$ cat config.mk
export PLATFORM = sky130hd
export DESIGN_NAME = mixed_radix_index_converter
export DESIGN_NICKNAME = d
export VERILOG_FILES = /design/src/rtl/mrc_pkg.sv /design/src/rtl/mrc_radix_unit.sv /design/src/rtl/mixed_radix_index_converter.sv
export SDC_FILE = /design/constraint.sdc
export NUM_CORES = 1
export LEC_CHECK = 0
export BUFFER_PORTS_ARGS = -buffer_cell sky130_fd_sc_hd__clkbuf_2
export CORE_ASPECT_RATIO = 1.4
export CORE_MARGIN = 10
export CORE_UTILIZATION = 55
export CTS_BUF_LIST = sky130_fd_sc_hd__clkbuf_4
export DETAILED_ROUTE_END_ITERATION = 8
export GPL_ROUTABILITY_DRIVEN = 0
export PLACE_DENSITY = 0.82
export SYNTH_ARGS = -nofsm -noshare
export SYNTH_HDL_FRONTEND = slang
export SYNTH_HIERARCHICAL = 1
export SYNTH_SLANG_ARGS = --single-unit
$ cat constraint.sdc
create_clock -name clock -period 8.7 [get_ports clock]
set_clock_uncertainty 0.05 [all_clocks]
set_input_delay 1.74 -clock clock [delete_from_list [all_inputs] [get_ports clock]]
set_output_delay 1.74 -clock clock [all_outputs]
set_load 0.1 [all_outputs]
$ cat src/rtl/mrc_pkg.sv
// shared types, constants and helpers for the mixed-radix index converter
// no dependencies
`default_nettype none

package mrc_pkg;

   localparam int IDX_W      = 32;
   localparam int LOCI_MAX   = 16;
   localparam int LOCUS_W    = 4;
   localparam int DIG_W      = 4;
   localparam int CNT_W      = 5;
   localparam int LIST_W     = LOCI_MAX * DIG_W;
   localparam int STEP_BITS  = 4;
   localparam int STEPS      = IDX_W / STEP_BITS;
   localparam int STEP_CNT_W = $clog2(STEPS);
   localparam int REQ_W      = 40;
   localparam int RSP_W      = 40;
   localparam int CSR_IDX_W  = 1;
   localparam int CSR_W      = 64;

   // configuration register indexes
   localparam logic [CSR_IDX_W-1:0] REG_LOCUS_COUNT = 1'b0;
   localparam logic [CSR_IDX_W-1:0] REG_RADIX_LIST  = 1'b1;

   // operation codes carried in req_tuser
   localparam logic OP_DECODE = 1'b0;
   localparam logic OP_ENCODE = 1'b1;

   typedef enum logic [1:0] {
      ST_IDLE,
      ST_DIV,
      ST_OUT
   } state_type;

   typedef enum logic [1:0] {
      UOP_HOLD,
      UOP_LOAD,
      UOP_CLEAR,
      UOP_STEP
   } uop_type;

   typedef struct packed {
      uop_type          op;
      logic [DIG_W-1:0] radix;
   } unit_ctl_type;

   // radix nibble of one locus, a zero nibble acting as one
   function automatic logic [DIG_W-1:0] radix_sel(input logic [LIST_W-1:0] list,
                                                  input logic [LOCUS_W-1:0] locus);
      logic [DIG_W-1:0] r;
      r = list[locus*DIG_W +: DIG_W];
      return (r == '0) ? DIG_W'(1) : r;
   endfunction

   // clamp the locus count to 1..LOCI_MAX
   function automatic logic [CNT_W-1:0] loci_in_use(input logic [CNT_W-1:0] count);
      logic [CNT_W-1:0] n;
      n = count;
      if (n == '0) n = CNT_W'(1);
      if (n > CNT_W'(LOCI_MAX)) n = CNT_W'(LOCI_MAX);
      return n;
   endfunction

endpackage

`default_nettype wire

$ cat src/rtl/mrc_radix_unit.sv
// shared radix arithmetic: iterative divide by a 4-bit radix, 4 quotient bits per cycle
// while stepping, plus the multiply-accumulate used by encode; depends on mrc_pkg
`default_nettype none

module mrc_radix_unit
   import mrc_pkg::*;
(
   input  wire logic               clock,
   input  wire unit_ctl_type       ctl,
   input  wire logic [IDX_W-1:0]   load_value,
   input  wire logic [IDX_W-1:0]   mac_acc,
   input  wire logic [DIG_W-1:0]   mac_digit,
   output logic [DIG_W-1:0]        step_rem,
   output logic [IDX_W-1:0]        mac_sum
);

   logic [IDX_W-1:0] work_ff, work_in;
   logic [DIG_W-1:0] rem_ff, rem_in;
   logic [IDX_W-1:0] step_work;

   // four restoring division steps on the running remainder
   always_comb begin
      logic [IDX_W-1:0] w;
      logic [DIG_W-1:0] r;
      logic [DIG_W:0]   part;
      w = work_ff;
      r = rem_ff;
      for (int i = 0; i < STEP_BITS; i++) begin
         part = {r, w[IDX_W-1]};
         w    = {w[IDX_W-2:0], 1'b0};
         if (part >= {1'b0, ctl.radix}) begin
            part = part - {1'b0, ctl.radix};
            w[0] = 1'b1;
         end
         r = part[DIG_W-1:0];
      end
      step_work = w;
      step_rem  = r;
   end

   // encode fold, wrapping at the index width
   always_comb begin
      logic [IDX_W-1:0] prod;
      prod    = mac_acc * IDX_W'(ctl.radix);
      mac_sum = prod + IDX_W'(mac_digit);
   end

   // work register update
   always_comb begin
      work_in = work_ff;
      rem_in  = rem_ff;
      case (ctl.op)
         UOP_LOAD: begin
            work_in = load_value;
            rem_in  = '0;
         end
         UOP_CLEAR: begin
            rem_in = '0;
         end
         UOP_STEP: begin
            work_in = step_work;
            rem_in  = step_rem;
         end
         default: begin
            work_in = work_ff;
            rem_in  = rem_ff;
         end
      endcase
   end

   always_ff @(posedge clock) begin
      work_ff <= work_in;
      rem_ff  <= rem_in;
   end

endmodule

`default_nettype wire

$ cat src/rtl/mixed_radix_index_converter.sv
// mixed-radix index converter top level: sequencer, config registers, result register
// depends on mrc_pkg and mrc_radix_unit
//
//   channel  | direction | ports            | contents
//   req      | in        | req_t*           | tdata: index[31:0], digit[35:32]; tuser: op
//   rsp      | out       | rsp_t*           | tdata: locus, digit_out, index_out; tlast: last
//   csr      | in        | csr_*            | index 0 locus_count, 1 radix_list
//
// decode divides the index by each locus radix in turn, starting on the highest locus: the shared
// divider retires 4 quotient bits per cycle, and each digit is shown as one result item.
// encode folds each accepted digit into the accumulator; the result follows the final locus.
// req_tready is high only while idle; a stalled result holds the sequencer.
// reset is synchronous; it clears the accumulator, position and registers to their defaults.
`default_nettype none

module mixed_radix_index_converter
   import mrc_pkg::*;
(
   input  wire logic                 clock,
   input  wire logic                 reset,
   input  wire logic                 req_tvalid,
   output logic                      req_tready,
   input  wire logic [REQ_W-1:0]     req_tdata,   // index[31:0], digit[35:32], zero pad
   input  wire logic                 req_tuser,   // op
   output logic                      rsp_tvalid,
   input  wire logic                 rsp_tready,
   output logic [RSP_W-1:0]          rsp_tdata,   // locus[3:0], digit_out[7:4], index_out[39:8]
   output logic                      rsp_tlast,
   input  wire logic                 csr_valid,
   output logic                      csr_ready,
   input  wire logic [CSR_IDX_W-1:0] csr_index,
   input  wire logic [CSR_W-1:0]     csr_data
);

   state_type state_ff, state_in;

   logic [CNT_W-1:0]      locus_count_ff, locus_count_in;
   logic [LIST_W-1:0]     radix_list_ff, radix_list_in;
   logic [IDX_W-1:0]      acc_ff, acc_in;
   logic [LOCUS_W-1:0]    pos_ff, pos_in;
   logic [LOCUS_W-1:0]    locus_ff, locus_in;
   logic [STEP_CNT_W-1:0] step_ff, step_in;

   logic [LOCUS_W-1:0]    rsp_locus_ff, rsp_locus_in;
   logic [DIG_W-1:0]      rsp_digit_ff, rsp_digit_in;
   logic [IDX_W-1:0]      rsp_index_ff, rsp_index_in;
   logic                  rsp_last_ff, rsp_last_in;

   unit_ctl_type          ctl;
   logic [DIG_W-1:0]      step_rem;
   logic [IDX_W-1:0]      mac_sum;

   logic [CNT_W-1:0]      n_loci;
   logic                  req_fire;
   logic                  rsp_fire;
   logic [IDX_W-1:0]      req_index;
   logic [DIG_W-1:0]      req_digit;

   assign n_loci    = loci_in_use(locus_count_ff);
   assign req_index = req_tdata[IDX_W-1:0];
   assign req_digit = req_tdata[IDX_W +: DIG_W];
   assign req_fire  = req_tvalid && req_tready;
   assign rsp_fire  = rsp_tvalid && rsp_tready;

   mrc_radix_unit u_unit (
      .clock      (clock),
      .ctl        (ctl),
      .load_value (req_index),
      .mac_acc    (acc_ff),
      .mac_digit  (req_digit),
      .step_rem   (step_rem),
      .mac_sum    (mac_sum)
   );

   // configuration writes
   assign csr_ready = 1'b1;

   always_comb begin
      locus_count_in = locus_count_ff;
      radix_list_in  = radix_list_ff;
      if (csr_valid && csr_ready) begin
         case (csr_index)
            REG_LOCUS_COUNT: locus_count_in = csr_data[CNT_W-1:0];
            REG_RADIX_LIST:  radix_list_in  = csr_data[LIST_W-1:0];
            default: begin
               locus_count_in = locus_count_ff;
               radix_list_in  = radix_list_ff;
            end
         endcase
      end
   end

   // sequencer: next state and unit control
   always_comb begin
      state_in     = state_ff;
      acc_in       = acc_ff;
      pos_in       = pos_ff;
      locus_in     = locus_ff;
      step_in      = step_ff;
      rsp_locus_in = rsp_locus_ff;
      rsp_digit_in = rsp_digit_ff;
      rsp_index_in = rsp_index_ff;
      rsp_last_in  = rsp_last_ff;
      ctl.op       = UOP_HOLD;
      ctl.radix    = radix_sel(radix_list_ff, locus_ff);
      req_tready   = 1'b0;
      rsp_tvalid   = 1'b0;

      case (state_ff)
         ST_IDLE: begin
            req_tready = 1'b1;
            ctl.radix  = radix_sel(radix_list_ff, pos_ff);
            if (req_fire) begin
               if (req_tuser == OP_DECODE) begin
                  // start on the highest locus
                  ctl.op   = UOP_LOAD;
                  locus_in = LOCUS_W'(n_loci - CNT_W'(1));
                  step_in  = '0;
                  state_in = ST_DIV;
               end else if ({1'b0, pos_ff} + CNT_W'(1) >= n_loci) begin
                  // final digit of the run
                  rsp_locus_in = LOCUS_W'(n_loci - CNT_W'(1));
                  rsp_digit_in = req_digit;
                  rsp_index_in = mac_sum;
                  rsp_last_in  = 1'b1;
                  acc_in       = '0;
                  pos_in       = '0;
                  state_in     = ST_OUT;
               end else begin
                  acc_in = mac_sum;
                  pos_in = pos_ff + LOCUS_W'(1);
               end
            end
         end

         ST_DIV: begin
            ctl.op  = UOP_STEP;
            step_in = step_ff + STEP_CNT_W'(1);
            if (step_ff == STEP_CNT_W'(STEPS - 1)) begin
               rsp_locus_in = locus_ff;
               rsp_digit_in = step_rem;
               rsp_index_in = '0;
               rsp_last_in  = (locus_ff == '0);
               state_in     = ST_OUT;
            end
         end

         ST_OUT: begin
            rsp_tvalid = 1'b1;
            if (rsp_fire) begin
               if (rsp_last_ff) begin
                  state_in = ST_IDLE;
               end else begin
                  // quotient stays in the unit as the next dividend
                  ctl.op   = UOP_CLEAR;
                  locus_in = locus_ff - LOCUS_W'(1);
                  step_in  = '0;
                  state_in = ST_DIV;
               end
            end
         end

         default: begin
            state_in = ST_IDLE;
         end
      endcase
   end

   // control and model state
   always_ff @(posedge clock) begin
      if (reset) begin
         state_ff       <= ST_IDLE;
         locus_count_ff <= CNT_W'(1);
         radix_list_ff  <= 64'h2222_2222_2222_2222;
         acc_ff         <= '0;
         pos_ff         <= '0;
      end else begin
         state_ff       <= state_in;
         locus_count_ff <= locus_count_in;
         radix_list_ff  <= radix_list_in;
         acc_ff         <= acc_in;
         pos_ff         <= pos_in;
      end
   end

   // sequencing counters and result payload
   always_ff @(posedge clock) begin
      locus_ff     <= locus_in;
      step_ff      <= step_in;
      rsp_locus_ff <= rsp_locus_in;
      rsp_digit_ff <= rsp_digit_in;
      rsp_index_ff <= rsp_index_in;
      rsp_last_ff  <= rsp_last_in;
   end

   assign rsp_tdata = {rsp_index_ff, rsp_digit_ff, rsp_locus_ff};
   assign rsp_tlast = rsp_last_ff;

endmodule

`default_nettype wire

==> Yosys cells after proc, flatten, opt, wreduce, memory -nomap -nowiden <==
Cells that the tools add are included.
{ "classes": {"n_addsub": 10, "mux": 61, "n_shift": 2, "n_eq_ne": 14, "n_mul": 1, "n_lt_le_gt_ge": 6, "bitwise_logic": 1, "reduce_logical": 20} }
{ "ops": {"columns": ["op", "count"], "rows": [
  ["two-way mux 32 bit", 5],
  ["one-hot mux 32 bit (2 select lines)", 2],
  ["indexed part select 64 x 7 -> 4 bit", 2],
  ["two-way mux 4 bit", 20],
  ["adder 32 x 4 -> 32 bit", 1],
  ["multiplier 32 x 4 -> 32 bit", 1],
  ["one-hot mux 4 bit (2 select lines)", 4],
  [">= comparator 5 x 4 -> 1 bit", 4],
  ["subtractor 4 bit", 4],
  ["AND reduction 5 bit", 3],
  ["two-way mux 2 bit", 7],
  ["inequality test 2 bit (second input constant)", 7],
  ["two-way mux 1 bit", 13],
  ["zero test 4 bit", 3],
  ["two-way mux 3 bit", 4],
  ["one-hot mux 2 bit (3 select lines)", 2],
  ["two-way mux 5 bit", 2],
  ["one-hot mux 3 bit (3 select lines)", 1],
  ["nonzero test 2 bit", 4],
  ["subtractor 4 x 1 -> 4 bit (second input constant)", 2],
  ["== test 2 bit (second input constant)", 3],
  ["adder 4 x 1 -> 5 bit (second input constant)", 1],
  [">= comparator 5 bit", 1],
  ["> comparator 5 bit (second input constant)", 1],
  ["other kinds (15)", 18]
]} }
{ "word_totals": {"output_inout_bits": 44, "regBits": 191, "wordCells": 128, "in_bits": 111} }

==> Longest topological paths before layout <==
Gate-level depths: netlist of the first run.
{ "depth": {"word_depth": 14, "depth_mapped": 37, "ltp_nobuf": 34} }

==> Cells and area by module <==
The synthesis of the first run kept the hierarchy.
{ "modules_own_cells": {"columns": ["module", "n_inst", "seq_area_each_um2", "area_each_um2", "cells_per_inst"], "rows": [
  ["mixed_radix_index_converter", 1, 3583.4, 7079.3, 720],
  ["mrc_radix_unit", 1, 1081.0, 6309.8, 753]
]} }

==> Worst setup path after synthesis of the first run <==
Ideal clock, no wire load.
{ "synth_path": {"path_type": "register to register", "start": "reg state_ff[1]", "end": "reg rsp_digit_ff[1], data pin", "t_arrival_ns": 8.611, "slack_ns": -0.221, "setup_time_ns": 0.260, "required_time_ns": 8.390, "period_less_slack_ns": 8.921, "n_path_buf": 2, "stages_incl_launch_ff": 35, "cell_sequence": "dfxtp_1 -> buf_2 -> nor2_2 -> a21oi_1 -> a31oi_1 -> clkbuf_1 -> inv_1 -> ha_1 -> nor2b_1 -> o21a_1 -> o21ai_0 -> nor2b_1 -> mux2_2 -> inv_1 -> ha_1 -> a21o_1 -> a21o_2 -> a221oi_4 -> nor2_1 -> a21oi_1 -> ha_1 -> a21o_1 -> a21o_2 -> a21oi_1 -> o2111a_2 -> o21ai_0 -> and2_1 -> ha_1 -> o21ai_0 -> nand2b_1 -> a21o_1 -> a21o_2 -> a211oi_4 -> mux2_2 -> mux2_2"} }
{ "synth_rtl": {"columns": ["item", "line", "source"], "rows": [
  ["start, declared", "mixed_radix_index_converter.sv:35", "state_type state_ff, state_in;"],
  ["start signal, assigned", "mixed_radix_index_converter.sv:178", "state_ff <= state_in;"],
  ["end signal, assigned", "mixed_radix_index_converter.sv:191", "rsp_digit_ff <= rsp_digit_in;"],
  ["end, declared", "mixed_radix_index_converter.sv:45", "logic [DIG_W-1:0] rsp_digit_ff, rsp_digit_in;"]
]} }

==> results of run 1 <==
report_power, final:
part | switching, mW | internal [mW] | total [mW]
clock network | 0.332 | 0.190 | 0.523
logic | 0.952 | 0.695 | 1.65
registers | 0.0433 | 1.03 | 1.07
layer usage:
metal,vias to the layer above,part of all wire,global-route usage
met3,85,0.054,0.0418
li1,5223,-,-
met2,376,0.53,0.372
met1,5240,0.38,0.222
met4,0,0.031,0.0958
met5,-,0,0
final cells by class:
type	instances	area (µm²)	area share
tap	310	388	0.0264
timing repair buffer	170	916	0.0623
multi-input combinational	1109	8080	0.550
sequential	191	4670	0.317
antenna	1	2.50	0.000170
clock inverter	15	168	0.0114
inverter	92	345	0.0235
clock buffer	17	128	0.00868
state kept, by name, summed over array words and instances (netlist names):
| signal | flops |
|---|---|
| acc_ff | 32 |
| locus_count_ff | 5 |
| locus_ff | 4 |
| pos_ff | 4 |
| radix_list_ff | 64 |
| rsp_digit_ff | 4 |
| rsp_index_ff | 32 |
| rsp_locus_ff | 4 |
| rsp_tlast | 1 |
| state_ff | 2 |
| step_ff | 3 |
| u_unit/rem_ff | 4 |
| u_unit/work_ff | 32 |
synthesized netlist by cell type (all sizes together) (10+ instances only):
cell type    n
a21o        18
a21oi      125
and2        70
buf         17
clkbuf      64
dfxtp      107
edfxtp      84
fa          63
ha          88
inv         91
mux2        11
mux2i       15
mux4        34
nand2      388
nand2b      11
nand3       57
nand3b      18
nor2        34
nor2b       14
o21ai       32
xnor2       32
xor2        10
logic make-up after synthesis:
group,after synthesis,share of synthesized area
flip-flops,191,0.348
other,1,0.000280
adder cells (fa/ha/maj),151,0.176
XOR/XNOR,42,0.0275
AO/OA/AOI/OAI,230,0.104
multiplexers,60,0.0807
AND/OR/NAND/NOR,625,0.210
buffers and inverters,173,0.0522
final timing paths:
| path | startpoint | to |
|---|---|---|
| setup reg to reg | pos_ff[0] | rsp_digit_ff[3] |
| hold / removal | acc_ff[31] | acc_ff[31] |
| setup / recovery | pos_ff[0] | rsp_digit_ff[3] |
| hold reg to reg | acc_ff[31] | acc_ff[31] |
repair_timing:
action | 4_1_cts | 5_1_grt
hold buffers | 0 | 0
setup buffers | 0 | 2
endpoints found under the setup margin | 0 | 5
gates resized for setup | 0 | 2
hold endpoints to repair | 0 | 0
through the flow:
step / area, µm² / worst slack (ns) / util
6_report: 14700 / 0.475 / 0.613
4_1_cts: 14700 / 0.321 / 0.612
3_5_place_dp: 14400 / 0.401 / 0.600
5_1_grt: 14700 / -0.00731 / 0.613
2_1_floorplan: 13400 / 0.164 / -
3_3_place_gp: 14400 / 0.619 / 0.600
worst min-delay path, cell delays in order, from the launching register on:
cell and delay (ns):
dfxtp_1 0.35, nand2_1 0.05, a21oi_1 0.05
==> metrics.txt, run 1 <==
critical path's slowest cell mux4_1; Mapped Cells 1473; hold_ws 0.427 ns; Slew Viols, Final 0; commonest non-fill, non-tap cell in the layout nand2_1; drt via density 5.73; Hold Crit Class flop to flop; Crit path depth 32; fraction of registers with async set/reset 0; post-synthesis cell type count 65; Max Clock Freq 122 MHz; Slew HR 0.253; ANT nets after route 0; Routed WL per cell 16.9 µm; transition time of the tightest slew-check pin 1.12 ns; Layout area overhead 9.77%; final worst path period share 0.945; GRT Total Usage 0.204; synth warn 6; share of cells above drive strength 1 0.164; grt ovf 0; Syn Nets 1735; FF-to-FF path depth 32; Initial DRC Count 736; Final setup viols 0; prevailing post-synth register cell dfxtp_1; fill count 2044; DRC 0; clk root buf clkbuf_4; Buf/Inv on CP 4; area leader, netlist edfxtp_1; port bufs 149; power consumption 3.24 mW; clock buffer depth 2; critical path type flop to flop; io pins 155; commonest cells after routing, fill and taps aside nand2_1 (387), clkbuf_2 (148), a21oi_1 (122); final hold violation count 0; vias in the first global route 11203; Synth top area share 0.188; latest clock arrival within the worst-skew pair 0.63 ns; crit-path max FO 16; clk slew on worst S/H paths 0.16 ns; ranking of synthesized cells by area edfxtp_1 (19%), dfxtp_1 (16%), nand2_1 (11%), fa_1 (9.4%), ha_1 (8.2%); Routed WL 32100 µm; worst path required time 9.06 ns; status complete, no violations; Worst path top cell family by delay compound AO/OA/AOI/OAI gates; sequential area share after synthesis 0.348; CTS buffer count 17; Peak VDD IR 227 µV; Clock Sink Count 191; CORE AREA 0.0240 mm²; Final nets 1843; Final Non-Filler Cells 1905; min Tclk post-route 8.23 ns; Initial Util 0.558; die width 152 µm; Post-synth EDFFs 84; Syn Area/Cell 9.09 µm²; CTS tree built; first-pass GRT wire length 53400 µm; initial antenna violation count 1; Synth Register Bits 191; TritonRoute pass-1 iters 7; final setup TNS 0 ns; Die ar. 0.0311 mm²; Critical Path End Type flop; max-cap violations 0; flop-to-flop setup slack 0.47 ns; HPWL after DPL 23800 µm; hold path cells 2; largest net degree at the start of global routing 109; synthesized area 0.0134 mm²; H-Tree Depth 4; Placed Cells 1870; DR vias 10924; Pwr Density 221 mW/mm²; signal arrival time at the worst endpoint 8.58 ns; Die H 205 µm; P_leak 6.68 nW; Critical Path Max Stage Delay 0.59 ns; CP Launch Type flop; Cell Rows 67
Power figures use the tool's default switching activity.
==> run 2, diff against run 1 <==
- PLACE_DENSITY: 0.82 -> 0.9
- TNS_END_PERCENT: unset -> 10
- clock period: 8.7 -> 7.4 ns (I/O delays scaled with it)
==> run 2 against run 1 <==
Net effect:
- the flow now finishes with violations (negative setup slack)
- sequential power rose by 18%
- final area rose by 4.1%
- worst setup slack got worse by 0.73 ns
- power rose by 41%
- count of clock-buffer cells in the layout rose by 3
- worst hold slack got worse by 0.011 ns
- clock power rose by 10%
- global-route usage rose by 1.8 points
- critical endpoint unchanged
==> metrics.txt, run 2 (synthesis gave the netlist of run 1 again) <==
hold path cells 2; Biggest register radix_list_ff; final hold violation count 0; Routed WL per cell 18.1 µm; CTS tree built; signal arrival time at the worst endpoint 8.00 ns; crit-path max FO 5; CP Launch Type flop; worst path required time 7.75 ns; Routed WL 35400 µm; initial antenna violation count 1; Die H 205 µm; setup ws final -0.255 ns; Final setup viols 5; Placed Area 0.0148 mm²; flop-to-flop setup slack -0.25 ns; TritonRoute pass-1 iters 8; commonest cells after routing, fill and taps aside nand2_1 (386), clkbuf_2 (148), a21oi_1 (120); transition time of the tightest slew-check pin 1.27 ns; Slew HR 0.154; Worst path top cell family by delay compound AO/OA/AOI/OAI gates; largest net degree at the start of global routing 65; H-Tree Depth 4; min Tclk post-route 7.65 ns; Cell Rows 67; CTS buffer count 17; io pins 155; Initial Util 0.558; P_leak 6.96 nW; die width 152 µm; design area 0.0153 mm²; Die ar. 0.0311 mm²; Max Clock Freq 131 MHz; Clock Sink Count 191; CORE AREA 0.0240 mm²; vias in the first global route 12040; max-cap violations 0; power consumption 4.57 mW; Buf/Inv on CP 4; Hold Crit Class flop to flop; Layout area overhead 14.3%; first-pass GRT wire length 57400 µm; worst hold start acc_ff[31]; final worst path period share 1.03; grt ovf 0; critical path's slowest cell mux4_1; FF-to-FF path depth 37; Critical Path Start locus_ff[0]; ANT nets after route 0; share of cells above drive strength 1 0.204; hold endpoint acc_ff[31]; Pwr Density 299 mW/mm²; DR vias 11465; Hold Buf Count CTS 0; max reg flops 64; Final nets 1889; violated checks negative setup slack; Slew Viols, Final 0; Reg-to-Reg Start locus_ff[0]; final core utilization 0.638; Peak VDD IR 308 µV; Critical Path Max Stage Delay 0.56 ns; capturing point of the worst reg2reg path rsp_digit_ff[3]; RSZ-0062 raised after global routing yes; drt via density 5.88; status finished, violations left; DRC 0; clock buffer depth 2; latest clock arrival within the worst-skew pair 0.62 ns; commonest non-fill, non-tap cell in the layout nand2_1; critical path type flop to flop; clk slew on worst S/H paths 0.16 ns; fill count 1884; clk root buf clkbuf_4; HPWL after DPL 25900 µm; Critical Path End Type flop; GRT Total Usage 0.222; Initial DRC Count 888; final setup TNS -1.06 ns; port bufs 149
[run 2: cell count changes in the layout (fill, tap and decap cells not counted), sizes merged]
cell and change:
clkinvlp +1, buf +46, clkbuf +3, inv -4
bufinv -1
[run 2: metal layers]
layer	vias up	GRT usage	wire [µm]
met5	-	0	0
met4	0	0.133	1830
met3	152	0.0441	2010
met2	501	0.411	18700
met1	5500	0.226	12800
li1	5312	-	-
[run 2: area by class of cell]
type                       instances  area [µm²]  share of cell area
sequential                       191        4670               0.305
tap                              310         388              0.0254
multi-input combinational       1109        8300               0.542
antenna                            1        2.50            0.000164
clock buffer                      20         150             0.00981
clock inverter                    11         116             0.00761
timing repair buffer             216        1320              0.0864
inverter                          92         353              0.0231
[run 2: through the flow]
step           cells  hold WS, ns  worst slack (ns)
2_1_floorplan   1473        0.382            -0.218
3_3_place_gp    1907        0.390            0.0675
3_5_place_dp    1907        0.395            -0.101
4_1_cts         1948        0.414           0.00293
5_1_grt         1950        0.454            -0.526
6_report        1950        0.415            -0.255
[run 2: worst max path at each step]
stage	to	cells past startpoint
CTS	rsp_digit_ff[3]	34
floorplan	rsp_digit_ff[1]	33
detailed placement	rsp_digit_ff[1]	33
finish	rsp_digit_ff[3]	37
global route	rsp_digit_ff[3]	36
global placement	rsp_digit_ff[1]	34
[run 2: worst register-to-register path: cells and delay by family (launching register included)]
family	cells	cell delay, ns
AO/OA/AOI/OAI	17	3.13
adder cells (fa/ha/maj)	4	0.93
buffers and inverters	4	0.54
flip-flops	1	0.43
multiplexers	4	1.45
AND/OR/NAND/NOR	8	0.92
[run 2: report_power, final]
part           internal (mW)  switching [mW]
Clock                  0.210           0.367
Sequential              1.21          0.0548
Combinational           1.30            1.43
[run 2: what timing repair did]
action | 4_1_cts | 5_1_grt
buffers inserted | 9 | 1
gates resized for setup | 14 | 6
gates cloned | 1 | 0
setup endpoints to repair | 4 | 9
pin swaps | 18 | 7
==> run 3, diff against run 2 <==
- CELL_PAD_IN_SITES_DETAIL_PLACEMENT: unset -> 1
- CELL_PAD_IN_SITES_GLOBAL_PLACEMENT: unset -> 1
- CORE_UTILIZATION: 55 -> 42
==> run 3 against run 2 <==
Net effect:
- the run still ends with negative setup slack left
- combinational power down 3%
- worst setup slack better by 0.043 ns
- non-clock buffer count unchanged
- via count down 0.80%
- worst hold slack better by 0.020 ns
- power up 1.4%
- count of clock-buffer cells in the layout down 1
- critical endpoint is now rsp_digit_ff[1]
- highest routed layer is now met5
==> metrics.txt, run 3 (synthesis gave the netlist of run 1 again) <==
min Tclk post-route 7.61 ns; P_leak 6.96 nW; transition time of the tightest slew-check pin 1.14 ns; grt ovf 0; DR vias 11373; CTS tree built; setup ws final -0.212 ns; status finished, violations left; CTS buffer count 17; clk root buf clkbuf_4; flop-to-flop setup slack -0.21 ns; signal arrival time at the worst endpoint 7.95 ns; max-cap violations 0; Die H 231 µm; Slew Viols, Final 0; Routed WL 41100 µm; hold endpoint radix_list_ff[24]; vias in the first global route 12722; critical path's slowest cell mux4_2; Buf/Inv on CP 5; clock buffer depth 2; Pwr Density 300 mW/mm²; Clock Sink Count 191; Reg-to-Reg Start locus_ff[0]; Routed WL per cell 20.2 µm; violated checks negative setup slack; port bufs 149; Final setup viols 5; power consumption 4.63 mW; Critical Path Max Stage Delay 0.53 ns; worst path required time 7.74 ns; TritonRoute pass-1 iters 5; Hold Buf Count CTS 0; first-pass GRT wire length 66200 µm; max reg flops 64; HPWL after DPL 30900 µm; worst hold start radix_list_ff[24]; Critical Path End Type flop; die width 171 µm; critical path type flop to flop; Final nets 1889; final worst path period share 1.03; H-Tree Depth 4; share of cells above drive strength 1 0.207; commonest cells after routing, fill and taps aside nand2_1 (385), clkbuf_2 (148), a21oi_1 (120); drt via density 5.58; Initial DRC Count 588; Peak VDD IR 303 µV; Cell Rows 77; io pins 155; CP Launch Type flop; Max Clock Freq 131 MHz; Biggest register radix_list_ff; clk slew on worst S/H paths 0.17 ns; Initial Util 0.425; ANT nets after route 0; FF-to-FF path depth 34; RSZ-0062 raised after global routing yes; GRT Total Usage 0.210; fill count 3653; initial antenna violation count 3; final hold violation count 0; CORE AREA 0.0315 mm²; commonest non-fill, non-tap cell in the layout nand2_1; Slew HR 0.240; Hold Crit Class flop to flop; latest clock arrival within the worst-skew pair 0.68 ns; Setup WS pre-CTS -0.316 ns; final core utilization 0.489; largest net degree at the start of global routing 81; capturing point of the worst reg2reg path rsp_digit_ff[1]; Worst path top cell family by delay compound AO/OA/AOI/OAI gates; Layout area overhead 15.2%; DRC 0; crit-path max FO 10; Die ar. 0.0395 mm²; hold path cells 2
[run 3: what timing repair did]
action,4_1_cts,5_1_grt
pin swaps,5,6
setup endpoints to repair,9,11
buffers inserted,6,3
resized for setup,11,12
[run 3: worst max-delay path by stage]
stage                            from               to  slack (ns)  cells after the start
final                     locus_ff[0]  rsp_digit_ff[1]       -0.21                     34
after detailed placement  locus_ff[0]  rsp_digit_ff[1]       -0.32                     34
after floorplan             pos_ff[0]  rsp_digit_ff[1]       -0.22                     33
after global placement    locus_ff[0]  rsp_digit_ff[3]       -0.03                     34
after CTS                 locus_ff[0]  rsp_digit_ff[1]       -0.07                     34
after global routing      locus_ff[0]  rsp_digit_ff[2]       -0.54                     37
[run 3: area by class of cell]
type	instances	area (µm²)	share of cell area
timing repair buffer	216	1280	0.0831
clock buffer	19	143	0.00925
multi-input combinational	1109	8250	0.535
tap	395	494	0.0321
antenna	2	5.00	0.000325
clock inverter	13	224	0.0145
sequential	191	4670	0.303
inverter	92	353	0.0229
[run 3: per-layer routing]
metal / global-route usage / part of all wire
met5: 0 / 0.00039
met4: 0.0997 / 0.043
met3: 0.0328 / 0.033
met2: 0.402 / 0.55
met1: 0.217 / 0.37
[run 3: where the power goes]
group          internal [mW]  total, mW  switching [mW]
clock network          0.318      0.723           0.405
registers               1.21       1.26          0.0505
logic                   1.28       2.65            1.37
[run 3: worst reg2reg max path, delay by kind of cell, from the launching register on]
family	cells	cell delay, ns
flops	1	0.44
simple gates	4	0.57
fa+ha+maj	4	0.88
mux	7	2.24
compound gates	14	2.45
buf+inv	5	0.72
[run 3: metrics by stage]
| step | hold slack [ns] | instances | TNS [ns] | area (µm²) |
|---|---|---|---|---|
| floorplan | 0.382 | 1473 | -0.699 | 13600 |
| global placement | 0.393 | 1994 | -0.0694 | 14900 |
| detailed placement | 0.416 | 1994 | -1.60 | 14900 |
| CTS | 0.436 | 2032 | -0.169 | 15300 |
| global route | 0.460 | 2037 | -3.50 | 15400 |
| finish | 0.436 | 2037 | -0.856 | 15400 |
